===== config.mk =====
export PLATFORM = sky130hd
export DESIGN_NAME = bdr_ctrl
export DESIGN_NICKNAME = d
export VERILOG_FILES = /design/src/rtl/bdr_pkg.sv /design/src/rtl/bdr_ctrl.sv
export SDC_FILE = /design/constraint.sdc
export NUM_CORES = 1
export LEC_CHECK = 0
export BUFFER_PORTS_ARGS = -buffer_cell sky130_fd_sc_hd__buf_2
export CORE_ASPECT_RATIO = 0.5
export CORE_UTILIZATION = 35
export DETAILED_ROUTE_END_ITERATION = 10
export PLACE_DENSITY = 0.57
export SETUP_SLACK_MARGIN = 0.4
export SKIP_LAST_GASP = 1
export SLEW_MARGIN = 10
export SYNTH_ARGS = -nofsm -noshare
export SYNTH_HDL_FRONTEND = slang
export SYNTH_SLANG_ARGS = --single-unit

===== constraint.sdc =====
create_clock -name clock -period 13.05 [get_ports clock]
set_clock_uncertainty 0.15 [all_clocks]
set_input_delay 2.61 -clock clock [delete_from_list [all_inputs] [get_ports clock]]
set_output_delay 2.61 -clock clock [all_outputs]
set_load 0.02 [all_outputs]

===== src/rtl/bdr_pkg.sv =====
// package for the bayer demosaic block: shared types and constants
// no dependencies
`default_nettype none

package bdr_pkg;

   localparam int LINE_WIDTH_BITS = 13;
   localparam int CSR_INDEX_BITS  = 2;
   localparam int PIXEL_BITS      = 8;
   localparam int RGB_BITS        = 24;
   localparam int MIN_LINE_WIDTH  = 2;
   localparam logic [LINE_WIDTH_BITS-1:0] LINE_WIDTH_RESET = LINE_WIDTH_BITS'(640);

   localparam logic [CSR_INDEX_BITS-1:0] CSR_LINE_WIDTH      = 2'd0;
   localparam logic [CSR_INDEX_BITS-1:0] CSR_DEMOSAIC_ENABLE = 2'd1;
   localparam logic [CSR_INDEX_BITS-1:0] CSR_PACK_RGB565     = 2'd2;

   // per-item site info from the column/row tracker
   typedef struct packed {
      logic emit;     // item yields a result
      logic last;     // last column of the input row
      logic grey;     // replicate mode
      logic sy;       // row parity of window top-left
      logic sx;       // column parity of window top-left
   } site_type;

endpackage

`default_nettype wire


===== src/rtl/bdr_ctrl.sv =====
// column and row tracker: line store address and window parity per item
// depends on bdr_pkg
`default_nettype none

module bdr_ctrl
   import bdr_pkg::*;
#(
   parameter int MAX_LINE_WIDTH = 4096
) (
   input  wire logic                              clock,
   input  wire logic                              reset,
   input  wire logic                              accept,
   input  wire logic                              frame_start,
   input  wire logic [LINE_WIDTH_BITS-1:0]        line_width,
   input  wire logic                              demosaic_enable,
   output logic      [$clog2(MAX_LINE_WIDTH)-1:0] column,
   output site_type                               site
);

   localparam int CW = $clog2(MAX_LINE_WIDTH);
   localparam int WW = (CW + 1 > LINE_WIDTH_BITS) ? CW + 1 : LINE_WIDTH_BITS;

   logic [CW-1:0] column_ff, column_in;
   logic          parity_ff, parity_in;
   logic          past_first_ff, past_first_in;

   logic [WW-1:0] lw_ext, w_eff, x_plus;
   logic          parity_cur, past_first_cur, last;

   always_comb begin
      lw_ext = WW'(line_width);
      if (lw_ext < WW'(MIN_LINE_WIDTH)) begin
         w_eff = WW'(MIN_LINE_WIDTH);
      end else if (lw_ext > WW'(MAX_LINE_WIDTH)) begin
         w_eff = WW'(MAX_LINE_WIDTH);
      end else begin
         w_eff = lw_ext;
      end

      column         = frame_start ? '0 : column_ff;
      parity_cur     = frame_start ? 1'b0 : parity_ff;
      past_first_cur = frame_start ? 1'b0 : past_first_ff;

      x_plus = WW'(column) + WW'(1);
      last   = (x_plus >= w_eff);

      site.last = last;
      site.grey = ~demosaic_enable;
      site.sy   = ~parity_cur;
      site.sx   = ~column[0];
      site.emit = ~demosaic_enable | (past_first_cur & (column != '0));

      if (last) begin
         column_in     = '0;
         parity_in     = ~parity_cur;
         past_first_in = 1'b1;
      end else begin
         column_in     = x_plus[CW-1:0];
         parity_in     = parity_cur;
         past_first_in = past_first_cur;
      end
   end

   always_ff @(posedge clock) begin
      if (reset) begin
         column_ff     <= '0;
         parity_ff     <= 1'b0;
         past_first_ff <= 1'b0;
      end else if (accept) begin
         column_ff     <= column_in;
         parity_ff     <= parity_in;
         past_first_ff <= past_first_in;
      end
   end

endmodule

`default_nettype wire


==> key figures <==
Route
  – Routed len/inst: 13.9 um
  – Routed wl met3: 329 um
  – Residual DRC: 0
  – Total number of vias: 1492
  – Drt pass-1 iters: 4
  – DR top layer: met4
  – Antenna Nets Post-Route: 0
  – Routed wl met2: 1580 um
  – Vias per inst: 5.41
  – WL final: 3850 um
  – Metal-1 WL: 1920 um
  – Initial DRC Count: 97

Critical path
  – Register-to-register setup slack: 8.94 ns
  – CP arrival: 6.22 ns
  – Worst r2r dst: column_ff[0]$_SDFFE_PP0P_
  – R2R depth: 14
  – Required time worst endpoint: 10.29 ns
  – Worst Setup Path Type: input port to primary output
  – Critical Path Fanout Max: 27
  – Critical R2R Launch: column_ff[0]$_SDFFE_PP0P_
  – Critical path capture point type: primary output
  – Startpoint Class: input port

Layout
  – Layout Nets: 256
  – Area grow syn2layout: 14.5%
  – Finished Layout Cells: 276
  – Final Util: 42.7%
  – Antenna Cells: 0
  – Layout fillers: 405
  – Layout cell share with drive strength beyond 1: 25.7%

Floorplanning
  – Initial Util: 37.3%
  – # IOs: 35
  – DIE HEIGHT: 48.1 um
  – Die W: 94.2 um
  – Number of cell rows: 16
  – Core box area: 3980 sq um
  – Die Area: 4530 sq um

Synth
  – Avg Cell Area, Syn: 7.51 sq um
  – Yosys reg bits: 14
  – EDFF count, synth: 0
  – Ys async rst share: 0%
  – Yosys Warn Count: 0
  – Cell Area, Synth: 1490 sq um
  – Sequential share of the synthesized area: 18.9%
  – Synth cell types: 48
  – Synth Instances: 198
  – Mapped Nets: 231
  – Synth Flop Type: dfxtp_1

Clocking
  – CTS Buffer Depth: 2
  – TritonCTS clock tree: done
  – Post_cts resized: 0
  – H-tree levels: 1
  – CTS Root Cell: clkbuf_8
  – Setup Buffers After CTS: 0
  – CTS clk-pin slew, worst paths: 0.07 ns
  – CTS Sinks: 14
  – Cts hold-fix bufs: 0
  – Clk Latency, worst-skew pair: 0.25 ns
  – Cts bufs inserted: 3

Power
  – Pwr Total: 0.108 mW
  – VDD IR max: 0.0281 mV
  – Pleak: 0.777 nW
  – Pwr dens: 63.4 nW/um^2

STA
  – Final hold violation count: 0
  – RSZ-0062 raised after global routing: false
  – Rel. slew slack: 55.5%
  – Period Utilization, post-route: 68.8%
  – Worst Slack Setup Final: 4.07 ns
  – Achievable clock frequency: 0.111 GHz
  – Slew @ Worst Pin: 0.667 ns
  – Min Clock Period, post-route: 8.98 ns
  – Final setup TNS: 0 ns
  – Setup Viol. Count Final: 0
  – Slew Limit Fails: 0

Global route
  – GRT Total Usage: 17.6%
  – Initial antenna violation count: 0
  – First-pass GRT wire length: 5910 um
  – Remaining Overflow, GRT: 0
  – Largest net degree at the start of global routing: 28
  – Number of global-route vias before repair: 1207

Placed design
  – Post-DP HPWL: 3110 um
  – Dpl cells: 272
  – Final Wtd Congestion: 0.882
  – DP Worst Slack: 4.09 ns
  – Port-buffer cells: 34

Min path
  – Hold WC Path Type: register to register
  – Worst min-delay path startpoint: past_first_ff$_SDFFE_PP0P_
  – Hold path cells: 2
  – Hold EP: past_first_ff$_SDFFE_PP0P_

Run status
  – Run status: completed

Job
  – Max-cap check violation count: 0
cells by family (layout without fill, tap and decap cells):
| family | count (synthesis) | after routing | synth area share (%) |
|---|---|---|---|
| xor gates and xnor gates | 10 | 10 | 5.89 |
| adders and majority gates | 15 | 15 | 12.6 |
| buffers and inverters | 23 | 47 | 7.49 |
| AOI/OAI and AO/OA | 42 | 42 | 19.0 |
| DFF | 14 | 14 | 18.9 |
| muxes | 1 | 1 | 0.673 |
| and+or+nand+nor | 93 | 93 | 35.4 |
cells in the final DEF (no fill, tap or decap), drive strengths merged, types with 5 or more instances in the layout:
master / synthesis / layout
buf: 6 / 34
nand2: 22 / 22
nor2: 22 / 22
ha: 15 / 15
dfxtp: 14 / 14
o21ai: 12 / 12
a21oi: 12 / 12
inv: 9 / 9
nor2b: 8 / 8
nor4: 8 / 8
nand3: 7 / 7
or3: 7 / 7
xnor2: 6 / 6
and3: 5 / 5
sequential cells by signal, summed over array words and instances (netlist names):
| name | flops |
|---|---|
| column_ff | 12 |
| parity_ff | 1 |
| past_first_ff | 1 |
layer usage:
layer	up-vias	GRT usage, %
met4	0	2.77
met5	-	0
met2	51	27.0
met1	677	26.2
li1	759	-
met3	5	2.86
power breakdown:
part | switching [mW] | total, mW | internal, mW
combinational | 0.0121 | 0.0192 | 0.00711
sequential | 0.000466 | 0.0437 | 0.0432
clock | 0.0183 | 0.0451 | 0.0268
total | 0.0309 | 0.108 | 0.0771
worst max-delay path, stage by stage:
cell and delay (ns):
buf_2 0.25, inv_1 0.21, nand2_1 0.11, inv_1 0.12, ha_1 0.28, nand3_1 0.16
nor4_4 0.37, nand4_1 0.20, xor2_1 0.20, nor2_1 0.06, ha_1 0.33, a211oi_2 0.21
nor2_1 0.06, or3_4 0.39, or3_2 0.47, buf_2 0.17
cell type report:
class / count / area, sq um / area share, %
Timing Repair Buffer: 34 / 170 / 10.0
Tap cell: 54 / 67.6 / 3.97
Sequential cell: 14 / 280 / 16.5
Clock buffer: 4 / 55.1 / 3.24
Multi-Input combinational cell: 161 / 1090 / 64.3
Inverter: 9 / 33.8 / 1.99
worst max-delay path by stage:
stage          cells past startpoint  endpoint        start  slack, ns
3_5_place_dp                      16   site[3]  frame_start       4.09
5_1_grt                           16   site[3]  frame_start       3.80
6_report                          16   site[3]  frame_start       4.07
4_1_cts                           16   site[3]  frame_start       4.08
2_1_floorplan                     16   site[3]  frame_start       4.30
3_3_place_gp                      16   site[3]  frame_start       4.22
per-stage QoR:
stage                     cell area (sq um)  hold slack, ns
final                                  1700           0.319
after global routing                   1700           0.353
after CTS                              1700           0.317
after floorplan                        1490           0.281
after detailed placement               1650           0.308
after global placement                 1650           0.301
cells in the mapped netlist, drive strengths merged, types with 2 or more instances:
library cell	instances	area, sq um
a2111o	2	22.5
a211oi	4	35.0
a21oi	12	75.1
a31oi	3	18.8
a41oi	2	17.5
and3	5	31.3
buf	6	46.3
clkbuf	8	31.3
dfxtp	14	280
ha	15	188
inv	9	33.8
nand2	22	82.6
nand3	7	40.0
nand4	4	25.0
nor2	22	103
nor2b	8	50.1
nor3	4	20.0
nor4	8	65.1
o21ai	12	60.1
or3	7	50.1
xnor2	6	52.6
xor2	4	35.0
No activity file was read; power rests on OpenSTA's default activity.
