$ cat config.mk
export PLATFORM = sky130hd
export DESIGN_NAME = bdr_color
export DESIGN_NICKNAME = d
export VERILOG_FILES = /design/src/rtl/bdr_pkg.sv /design/src/rtl/bdr_color.sv
export SDC_FILE = /design/constraint.sdc
export NUM_CORES = 1
export LEC_CHECK = 0
export ABC_AREA = 1
export ABC_CLOCK_PERIOD_IN_PS = 1460
export BUFFER_PORTS_ARGS = -buffer_cell sky130_fd_sc_hd__buf_4
export CAP_MARGIN = 10
export CORE_AREA = 2 2 79 88
export DETAILED_ROUTE_END_ITERATION = 8
export DIE_AREA = 0 0 81 90
export SYNTH_ARGS = -nofsm -noshare
export SYNTH_HDL_FRONTEND = slang
export SYNTH_SLANG_ARGS = --single-unit
$ cat constraint.sdc
create_clock -name vclk -period 1.46
set_input_delay 0.146 -clock vclk [all_inputs]
set_output_delay 0.146 -clock vclk [all_outputs]
set_load 0.1 [all_outputs]
$ cat src/rtl/bdr_pkg.sv
// package for the bayer demosaic block: shared types and constants
// no dependencies
`default_nettype none

package bdr_pkg;

   localparam int LINE_WIDTH_BITS = 13;
   localparam int CSR_INDEX_BITS  = 2;
   localparam int PIXEL_BITS      = 8;
   localparam int RGB_BITS        = 24;
   localparam int MIN_LINE_WIDTH  = 2;
   localparam logic [LINE_WIDTH_BITS-1:0] LINE_WIDTH_RESET = LINE_WIDTH_BITS'(640);

   localparam logic [CSR_INDEX_BITS-1:0] CSR_LINE_WIDTH      = 2'd0;
   localparam logic [CSR_INDEX_BITS-1:0] CSR_DEMOSAIC_ENABLE = 2'd1;
   localparam logic [CSR_INDEX_BITS-1:0] CSR_PACK_RGB565     = 2'd2;

   // per-item site info from the column/row tracker
   typedef struct packed {
      logic emit;     // item yields a result
      logic last;     // last column of the input row
      logic grey;     // replicate mode
      logic sy;       // row parity of window top-left
      logic sx;       // column parity of window top-left
   } site_type;

endpackage

`default_nettype wire

$ cat src/rtl/bdr_color.sv
// window color selection, green average and rgb888/rgb565 packing
// depends on bdr_pkg
`default_nettype none

module bdr_color
   import bdr_pkg::*;
(
   input  wire logic [PIXEL_BITS-1:0] top_left,
   input  wire logic [PIXEL_BITS-1:0] top_right,
   input  wire logic [PIXEL_BITS-1:0] bottom_left,
   input  wire logic [PIXEL_BITS-1:0] bottom_right,
   input  wire site_type              site,
   input  wire logic                  pack_rgb565,
   output logic      [RGB_BITS-1:0]   pixel_value
);

   logic [PIXEL_BITS:0]   sum_diag, sum_anti;
   logic [PIXEL_BITS-1:0] red, green, blue;

   always_comb begin
      sum_diag = {1'b0, top_right} + {1'b0, bottom_left};
      sum_anti = {1'b0, top_left} + {1'b0, bottom_right};
      case ({site.sy, site.sx})
         2'b00: begin
            red   = top_left;
            green = sum_diag[PIXEL_BITS:1];
            blue  = bottom_right;
         end
         2'b01: begin
            red   = top_right;
            green = sum_anti[PIXEL_BITS:1];
            blue  = bottom_left;
         end
         2'b10: begin
            red   = bottom_left;
            green = sum_anti[PIXEL_BITS:1];
            blue  = top_right;
         end
         default: begin
            red   = bottom_right;
            green = sum_diag[PIXEL_BITS:1];
            blue  = top_left;
         end
      endcase
      if (site.grey) begin
         red   = bottom_right;
         green = bottom_right;
         blue  = bottom_right;
      end
      if (pack_rgb565) begin
         pixel_value = {8'h00, red[7:3], green[7:2], blue[7:3]};
      end else begin
         pixel_value = {red, green, blue};
      end
   end

endmodule

`default_nettype wire

==> results of run 1 <==
final cells by class:
cell class / instances / area [sq um]
Tap cell: 82 / 103
Multi-Input combinational cell: 272 / 2380
Timing Repair Buffer: 132 / 1440
Inverter: 46 / 219
Fill cell: 566 / 2300
power by group:
part           leakage [nW]  switching (mW)  internal [mW]
clock network             0               0              0
registers                 0               0              0
logic                  1.87            1.37          0.953
cells by family (layout without fill, tap and decap cells):
| family | count (synthesis) | count (layout) |
|---|---|---|
| and+or+nand+nor | 178 | 179 |
| AOI/OAI and AO/OA | 72 | 72 |
| buffers and inverters | 58 | 178 |
| adders and majority gates | 20 | 20 |
| xor gates and xnor gates | 1 | 1 |
synth_stat cells (all sizes together):
cell / number
fa: 2
nand4: 1
nand2: 133
clkinv: 2
nand3: 24
buf: 10
inv: 44
a31oi: 6
a21oi: 19
o21ai: 34
nor3: 1
a41oi: 4
o21a: 4
nand3b: 1
xor2: 1
clkbuf: 2
o211ai: 5
ha: 18
nor2: 18
worst max-delay path by stage:
stage / from / to
floorplan: top_right[0] / pixel_value[11]
global placement: bottom_right[0] / pixel_value[8]
detailed placement: bottom_right[0] / pixel_value[9]
CTS: bottom_left[0] / pixel_value[15]
global route: bottom_left[0] / pixel_value[10]
finish: bottom_left[0] / pixel_value[10]
critical path, delay by kind of cell:
kind                     cells  cell delay (ns)
adder cells (fa/ha/maj)      1             0.34
AO/OA/AOI/OAI                1             0.15
AND/OR/NAND/NOR             10             0.72
buffers and inverters        3             0.30
routing by layer:
layer  up-vias  track usage
met4         0       0.0480
met3        10       0.0171
li1       1320            -
met1      1247        0.241
met5         -            0
met2        77        0.390
repair_timing:
item / 4_1_cts / 5_1_grt
hold buffers: 0 / 0
buffers inserted: 11 / 8
gates cloned: 1 / 0
endpoints found under the setup margin: 24 / 24
gates resized for setup: 128 / 64
pin swaps: 43 / 56
stage by stage:
step	hold WS [ns]	setup WS [ns]	total power, mW	instances
global placement	0.831	-0.507	1.81	512
CTS	0.775	-0.356	2.17	524
detailed placement	0.832	-0.530	1.82	512
finish	0.779	-0.356	2.33	532
global route	0.792	-0.448	2.46	532
floorplan	0.534	-0.395	1.32	329
==> impl_metrics.env, run 1 <==
export IMPL_run_status="finished, violations left"
export IMPL_failed_checks="negative setup slack"
export IMPL_global_route_wire_length_before_repair_um=12200
export IMPL_dieArea_sq_um=7290
export IMPL_synthAdderAreaFrac=0.158
export IMPL_initial_core_util=0.261
export IMPL_detail_route_first_pass_iterations=4
export IMPL_maxSlewHeadroom=0.769
export IMPL_worst_hold_path_type="input pin to output port"
export IMPL_routedWlPerCell_um=14.8
export IMPL_synth_largest_area_cell="sky130_fd_sc_hd__nand2_1"
export IMPL_wl_met2_um=4340
export IMPL_clock_buffer_count=0
export IMPL_max_freq_ghz=0.551
export IMPL_layout_common_cells="sky130_fd_sc_hd__buf_4 (86), sky130_fd_sc_hd__nand2_1 (85), sky130_fd_sc_hd__buf_12 (29)"
export IMPL_die_w_um=81
export IMPL_power_leakage_nw=1.87
export IMPL_antenna_found_initial=0
export IMPL_synthCells=329
export IMPL_finish_instance_area_sq_um=4140
export IMPL_cp_required_ns=1.31
export IMPL_design_core_area_sq_um=6440
export IMPL_die_height_um=90
export IMPL_vias_in_the_first_global_route=2701
export IMPL_vias=2654
export IMPL_irDropWorstVdd_uv=446
export IMPL_portBuffers=60
export IMPL_timing_final_hold_violations=0
export IMPL_global_route_overflow_total=0
export IMPL_timing_final_setup_violations=24
export IMPL_layout_nets=510
export IMPL_yosysUniqueCellTypes=29
export IMPL_fp_row_count=31
export IMPL_crit_type="input pin to output port"
export IMPL_whs_path_depth=4
export IMPL_synth_simple_gate_area_share=0.440
export IMPL_timing_critical_path_slowest_stage_cell="sky130_fd_sc_hd__fa_2"
export IMPL_share_of_the_synthesized_area_in_the_top_cell_type=0.284
export IMPL_design_seq_count=0
export IMPL_synth_sequential_area_ratio=0
export IMPL_critPathArrivalTime_ns=1.67
export IMPL_num_antenna_cells=0
export IMPL_hold_end="pixel_value[18]"
export IMPL_synth_area_leaders="sky130_fd_sc_hd__nand2_1 (28%), sky130_fd_sc_hd__ha_1 (13%), sky130_fd_sc_hd__inv_1 (8.7%)"
export IMPL_synthesis_yosys_warnings=0
export IMPL_place_gp_congestion=0.886
export IMPL_synth_cell_area_sq_um=1680
export IMPL_register_area_sq_um=0
export IMPL_detailedRoute_firstIterationViolations=80
export IMPL_detail_route_antenna_nets=0
export IMPL_crit_path_max_fanout=3
export IMPL_cellPowerDensity_nw_per_um2=562
export IMPL_layout_area_overhead_vs_synth_pct=147
export IMPL_worst_path_largest_cell_delay_ns=0.34
export IMPL_grt_setup_unrepaired="true"
export IMPL_worstHoldStart="top_right[2]"
export IMPL_topRoutingLayerUsed="met4"
export IMPL_worst_slack_ns=-0.356
export IMPL_fin_setup_tns_ns=-4.29
export IMPL_slew_at_the_pin_closest_to_its_max_slew_limit_ns=0.346
export IMPL_met3_wirelength_um=317
export IMPL_cap_viol_max_count=0
export IMPL_boundaryPins=62
export IMPL_finalCritPeriodShare=1.24
export IMPL_route_final_wire_length_um=7870
export IMPL_cp_cell_sequence="buf_8 -> nand2_8 -> inv_4 -> fa_2 -> nand2_2 -> nand2_4 -> nand2_4 -> nor3_2 -> o21ai_1 -> nand2_1 -> nand2_1 -> nand2_2 -> nand2_4 -> nand2_8 -> buf_12"
export IMPL_pin_count_of_the_biggest_net_entering_global_routing=20
export IMPL_synth_net_count=387
export IMPL_mostFrequentLayoutCell="sky130_fd_sc_hd__buf_4"
export IMPL_setup_worst_path_start_class="input pin"
export IMPL_routedLengthMet1_um=3050
export IMPL_layout_drive_gt1_share=0.616
export IMPL_finalMaxSlewViolations=0
export IMPL_critical_path_most_common_cell="sky130_fd_sc_hd__nand2_4"
export IMPL_track_usage=0.206
export IMPL_critical_path_endpoint_type="output port"
export IMPL_post_drt_via_cell_ratio=4.99
export IMPL_combinational_family_with_the_most_area_after_synthesis="simple AND/OR/NAND/NOR gates"
export IMPL_post_synth_mux_area_share=0
export IMPL_number_of_design_rule_violations_left_after_detail_routing=0
export IMPL_period_minus_slack_ns=1.82
export IMPL_placed_wire_length_estimate_after_detailed_placement_um=5880
export IMPL_post_synth_cell_area_avg_sq_um=5.10
export IMPL_synthXorXnorAreaFrac=0.00522
export IMPL_fin_util=0.643
export IMPL_fraction_of_the_mapped_netlist_area_in_compound_gates=0.246
export IMPL_post_dp_cell_area_sq_um=3220
Note: power is estimated with default switching activity, not from simulation.
==> inputs of run 2 (changes only) <==
- CORE_AREA: 2 2 79 88 -> 2 2 65 73
- DIE_AREA: 0 0 81 90 -> 0 0 67 75
- PLACE_DENSITY: not set -> 0.75
==> run 2 against run 1 <==
  * The run now fails in 5_1_grt
  * Synthesized cell count stayed put
  * Area after synthesis stayed put
==> impl_metrics.env, run 2 <==
export IMPL_run_status="aborted with a tool error"
export IMPL_failing_step="5_1_grt"
export IMPL_stop_error="[ERROR GRT-0232] Routing congestion too high. Check the congestion heatmap in the GUI."
export IMPL_global_route_overflow_total=1
export IMPL_worst_endpoint_kind="output port"
export IMPL_place_gp_congestion=0.878
export IMPL_yosysUniqueCellTypes=29
export IMPL_post_synth_cell_area_avg_sq_um=5.10
export IMPL_placed_wire_length_estimate_after_detailed_placement_um=5830
export IMPL_synth_net_count=387
export IMPL_synthTopCellsByCount="sky130_fd_sc_hd__nand2_1 (127), sky130_fd_sc_hd__inv_1 (39), sky130_fd_sc_hd__nand3_1 (23), sky130_fd_sc_hd__o21ai_1 (22), sky130_fd_sc_hd__ha_1 (18)"
export IMPL_synthesis_yosys_warnings=0
export IMPL_synth_sequential_area_ratio=0
export IMPL_synthMostInstantiatedCell="sky130_fd_sc_hd__nand2_1"
export IMPL_pin_count_of_the_biggest_net_entering_global_routing=20
export IMPL_die_w_um=67
export IMPL_initial_core_util=0.394
export IMPL_die_height_um=75
export IMPL_share_of_the_synthesized_area_in_the_top_cell_type=0.284
export IMPL_synth_area_leaders="sky130_fd_sc_hd__nand2_1 (28%), sky130_fd_sc_hd__ha_1 (13%), sky130_fd_sc_hd__inv_1 (8.7%)"
export IMPL_fraction_of_the_mapped_netlist_area_in_compound_gates=0.246
export IMPL_synthCells=329
export IMPL_synth_simple_gate_area_share=0.440
export IMPL_post_synth_mux_area_share=0
export IMPL_boundaryPins=62
export IMPL_portBuffers=60
export IMPL_synthXorXnorAreaFrac=0.00522
export IMPL_fp_row_count=25
export IMPL_synth_largest_area_cell="sky130_fd_sc_hd__nand2_1"
export IMPL_synth_cell_area_sq_um=1680
export IMPL_postGrtWorstEndpoint="pixel_value[13]"
export IMPL_combinational_family_with_the_most_area_after_synthesis="simple AND/OR/NAND/NOR gates"
export IMPL_track_usage=0.617
export IMPL_synthAdderAreaFrac=0.158
-- run 2: cell counts after synthesis --
No cell type changed its count.
-- run 2: cells by family after synthesis --
group | after synthesis
AND/OR/NAND/NOR | 178
AO/OA/AOI/OAI | 72
buffers and inverters | 58
adder cells (fa/ha/maj) | 20
XOR/XNOR | 1
-- run 2: timing repair --
action | 4_1_cts
setup buffers | 3
pin swaps | 42
resized for setup | 135
hold buffers | 0
cloned | 0
setup endpoints to repair | 24
-- run 2: layer usage --
metal	overflow	global-route usage
met1	0	0.612
met4	0	0.649
met5	0	0
met2	1	0.847
met3	0	0.380
-- run 2: metrics by stage --
stage	setup WS [ns]	instance area [sq um]	util	hold slack [ns]	instances
2_1_floorplan	-0.395	2350	-	0.534	329
3_3_place_gp	-0.492	3230	0.760	0.853	490
3_5_place_dp	-0.564	3230	0.760	0.852	490
4_1_cts	-0.423	3830	0.900	0.789	493
==> inputs of run 3 (changes only) <==
- ABC_CLOCK_PERIOD_IN_PS: 1460 -> 1900
- CORE_AREA: 2 2 65 73 -> 2 2 85 87
- DIE_AREA: 0 0 67 75 -> 0 0 87 89
- PLACE_DENSITY: 0.75 -> not set
- PLACE_DENSITY_LB_ADDON: not set -> 0.15
- clock period: 1.46 -> 1.9 ns (I/O delays scaled with it)
==> run 3 against run 2 <==
  * The flow now finishes, with violations (negative setup slack)
==> impl_metrics.env, run 3 (same netlist as run 1, synthesis figures left out) <==
export IMPL_crit_type="input pin to output port"
export IMPL_critical_path_endpoint_type="output port"
export IMPL_detail_route_antenna_nets=0
export IMPL_layout_area_overhead_vs_synth_pct=95.9
export IMPL_layout_nets=500
export IMPL_finalMaxSlewViolations=0
export IMPL_global_route_wire_length_before_repair_um=10600
export IMPL_design_core_area_sq_um=6720
export IMPL_slew_at_the_pin_closest_to_its_max_slew_limit_ns=0.336
export IMPL_timing_final_setup_violations=3
export IMPL_portBuffers=60
export IMPL_period_minus_slack_ns=1.92
export IMPL_initial_core_util=0.250
export IMPL_detailedRoute_firstIterationViolations=116
export IMPL_cts_hold_fix_buffers=0
export IMPL_failed_checks="negative setup slack"
export IMPL_timing_final_hold_violations=0
export IMPL_route_final_wire_length_um=6760
export IMPL_irDropWorstVdd_uv=199
export IMPL_post_place_ws_ns=-0.263
export IMPL_run_status="finished, violations left"
export IMPL_worst_hold_path_type="input pin to output port"
export IMPL_topRoutingLayerUsed="met4"
export IMPL_pin_count_of_the_biggest_net_entering_global_routing=20
export IMPL_die_w_um=87
export IMPL_cap_viol_max_count=0
export IMPL_timing_critical_path_slowest_stage_cell="sky130_fd_sc_hd__fa_2"
export IMPL_crit_path_max_fanout=3
export IMPL_routedLengthMet1_um=3100
export IMPL_fp_row_count=30
export IMPL_num_antenna_cells=0
export IMPL_post_drt_via_cell_ratio=4.66
export IMPL_global_route_overflow_total=0
export IMPL_register_area_sq_um=0
export IMPL_setup_worst_path_start="bottom_left[0]"
export IMPL_antenna_found_initial=0
export IMPL_dieArea_sq_um=7740
export IMPL_detail_route_first_pass_iterations=4
export IMPL_cp_cell_sequence="buf_6 -> nand2_2 -> inv_2 -> fa_2 -> nand2_2 -> nand2_2 -> nand2_2 -> buf_6 -> nor3_2 -> o21ai_1 -> nand2_1 -> nand2_1 -> nand2_1 -> nand2_1 -> nand2_2 -> buf_12"
export IMPL_p_total_mw=1.47
export IMPL_power_leakage_nw=1.61
export IMPL_max_freq_ghz=0.521
export IMPL_die_height_um=89
export IMPL_design_seq_count=0
export IMPL_layout_common_cells="sky130_fd_sc_hd__nand2_1 (103), sky130_fd_sc_hd__buf_4 (98), sky130_fd_sc_hd__inv_1 (38)"
export IMPL_layout_drive_gt1_share=0.477
export IMPL_maxSlewHeadroom=0.774
export IMPL_finalCritPeriodShare=1.01
export IMPL_setup_worst_path_start_class="input pin"
export IMPL_worst_hold_slack_ns=0.847
export IMPL_vias_in_the_first_global_route=2289
export IMPL_met3_wirelength_um=288
export IMPL_worst_slack_ns=-0.0205
export IMPL_n_fill_cell=668
export IMPL_grt_setup_unrepaired="true"
export IMPL_boundaryPins=62
export IMPL_worstHoldStart="pack_rgb565"
export IMPL_placed_wire_length_estimate_after_detailed_placement_um=5590
export IMPL_number_of_design_rule_violations_left_after_detail_routing=0
export IMPL_mostFrequentLayoutCell="sky130_fd_sc_hd__nand2_1"
export IMPL_place_gp_congestion=0.852
export IMPL_fin_setup_tns_ns=-0.0353
export IMPL_vias=2424
export IMPL_clock_buffer_count=0
export IMPL_cellPowerDensity_nw_per_um2=448
export IMPL_critical_path_most_common_cell="sky130_fd_sc_hd__nand2_2"
export IMPL_critPathArrivalTime_ns=1.73
export IMPL_cp_required_ns=1.71
export IMPL_worst_path_largest_cell_delay_ns=0.34
export IMPL_routedWlPerCell_um=13.0
export IMPL_track_usage=0.165
export IMPL_wl_met2_um=3330
[run 3: area by class of cell]
cell class | instances | area (sq um) | area share
inverter | 46 | 174 | 0.0529
timing repair buffer | 123 | 1130 | 0.345
tap | 80 | 100 | 0.0305
multi-input combinational | 271 | 1880 | 0.572
[run 3: worst paths after layout]
path              slack, ns  depth (start not counted)              end
setup / recovery      -0.02                         16  pixel_value[10]
hold / removal         0.85                          3   pixel_value[3]
[run 3: what timing repair did]
item,in CTS,in global routing
pin swaps,18,14
resized for setup,51,47
setup buffers,3,3
endpoints found under the setup margin,16,20
[run 3: worst max-delay path, delay by kind of cell]
kind | cells | cell delay, ns
and+or+nand+nor | 10 | 0.65
buffers and inverters | 4 | 0.40
adders and majority gates | 1 | 0.34
AOI/OAI and AO/OA | 1 | 0.15
[run 3: layer usage]
layer  global-route usage  up-vias
met1                0.226     1077
met2                0.303       44
met4              0.00994        0
met5                    0        -
li1                     -     1301
met3              0.00462        2
[run 3: power breakdown]
group / internal (mW) / switching, mW
sequential: 0 / 0
clock: 0 / 0
combinational: 0.559 / 0.913
[run 3: stage by stage]
stage / instance area, sq um / util / cells
floorplan: 1870 / - / 329
global placement: 2780 / 0.414 / 514
detailed placement: 2780 / 0.414 / 514
CTS: 3020 / 0.449 / 517
global route: 3290 / 0.489 / 520
finish: 3290 / 0.489 / 520
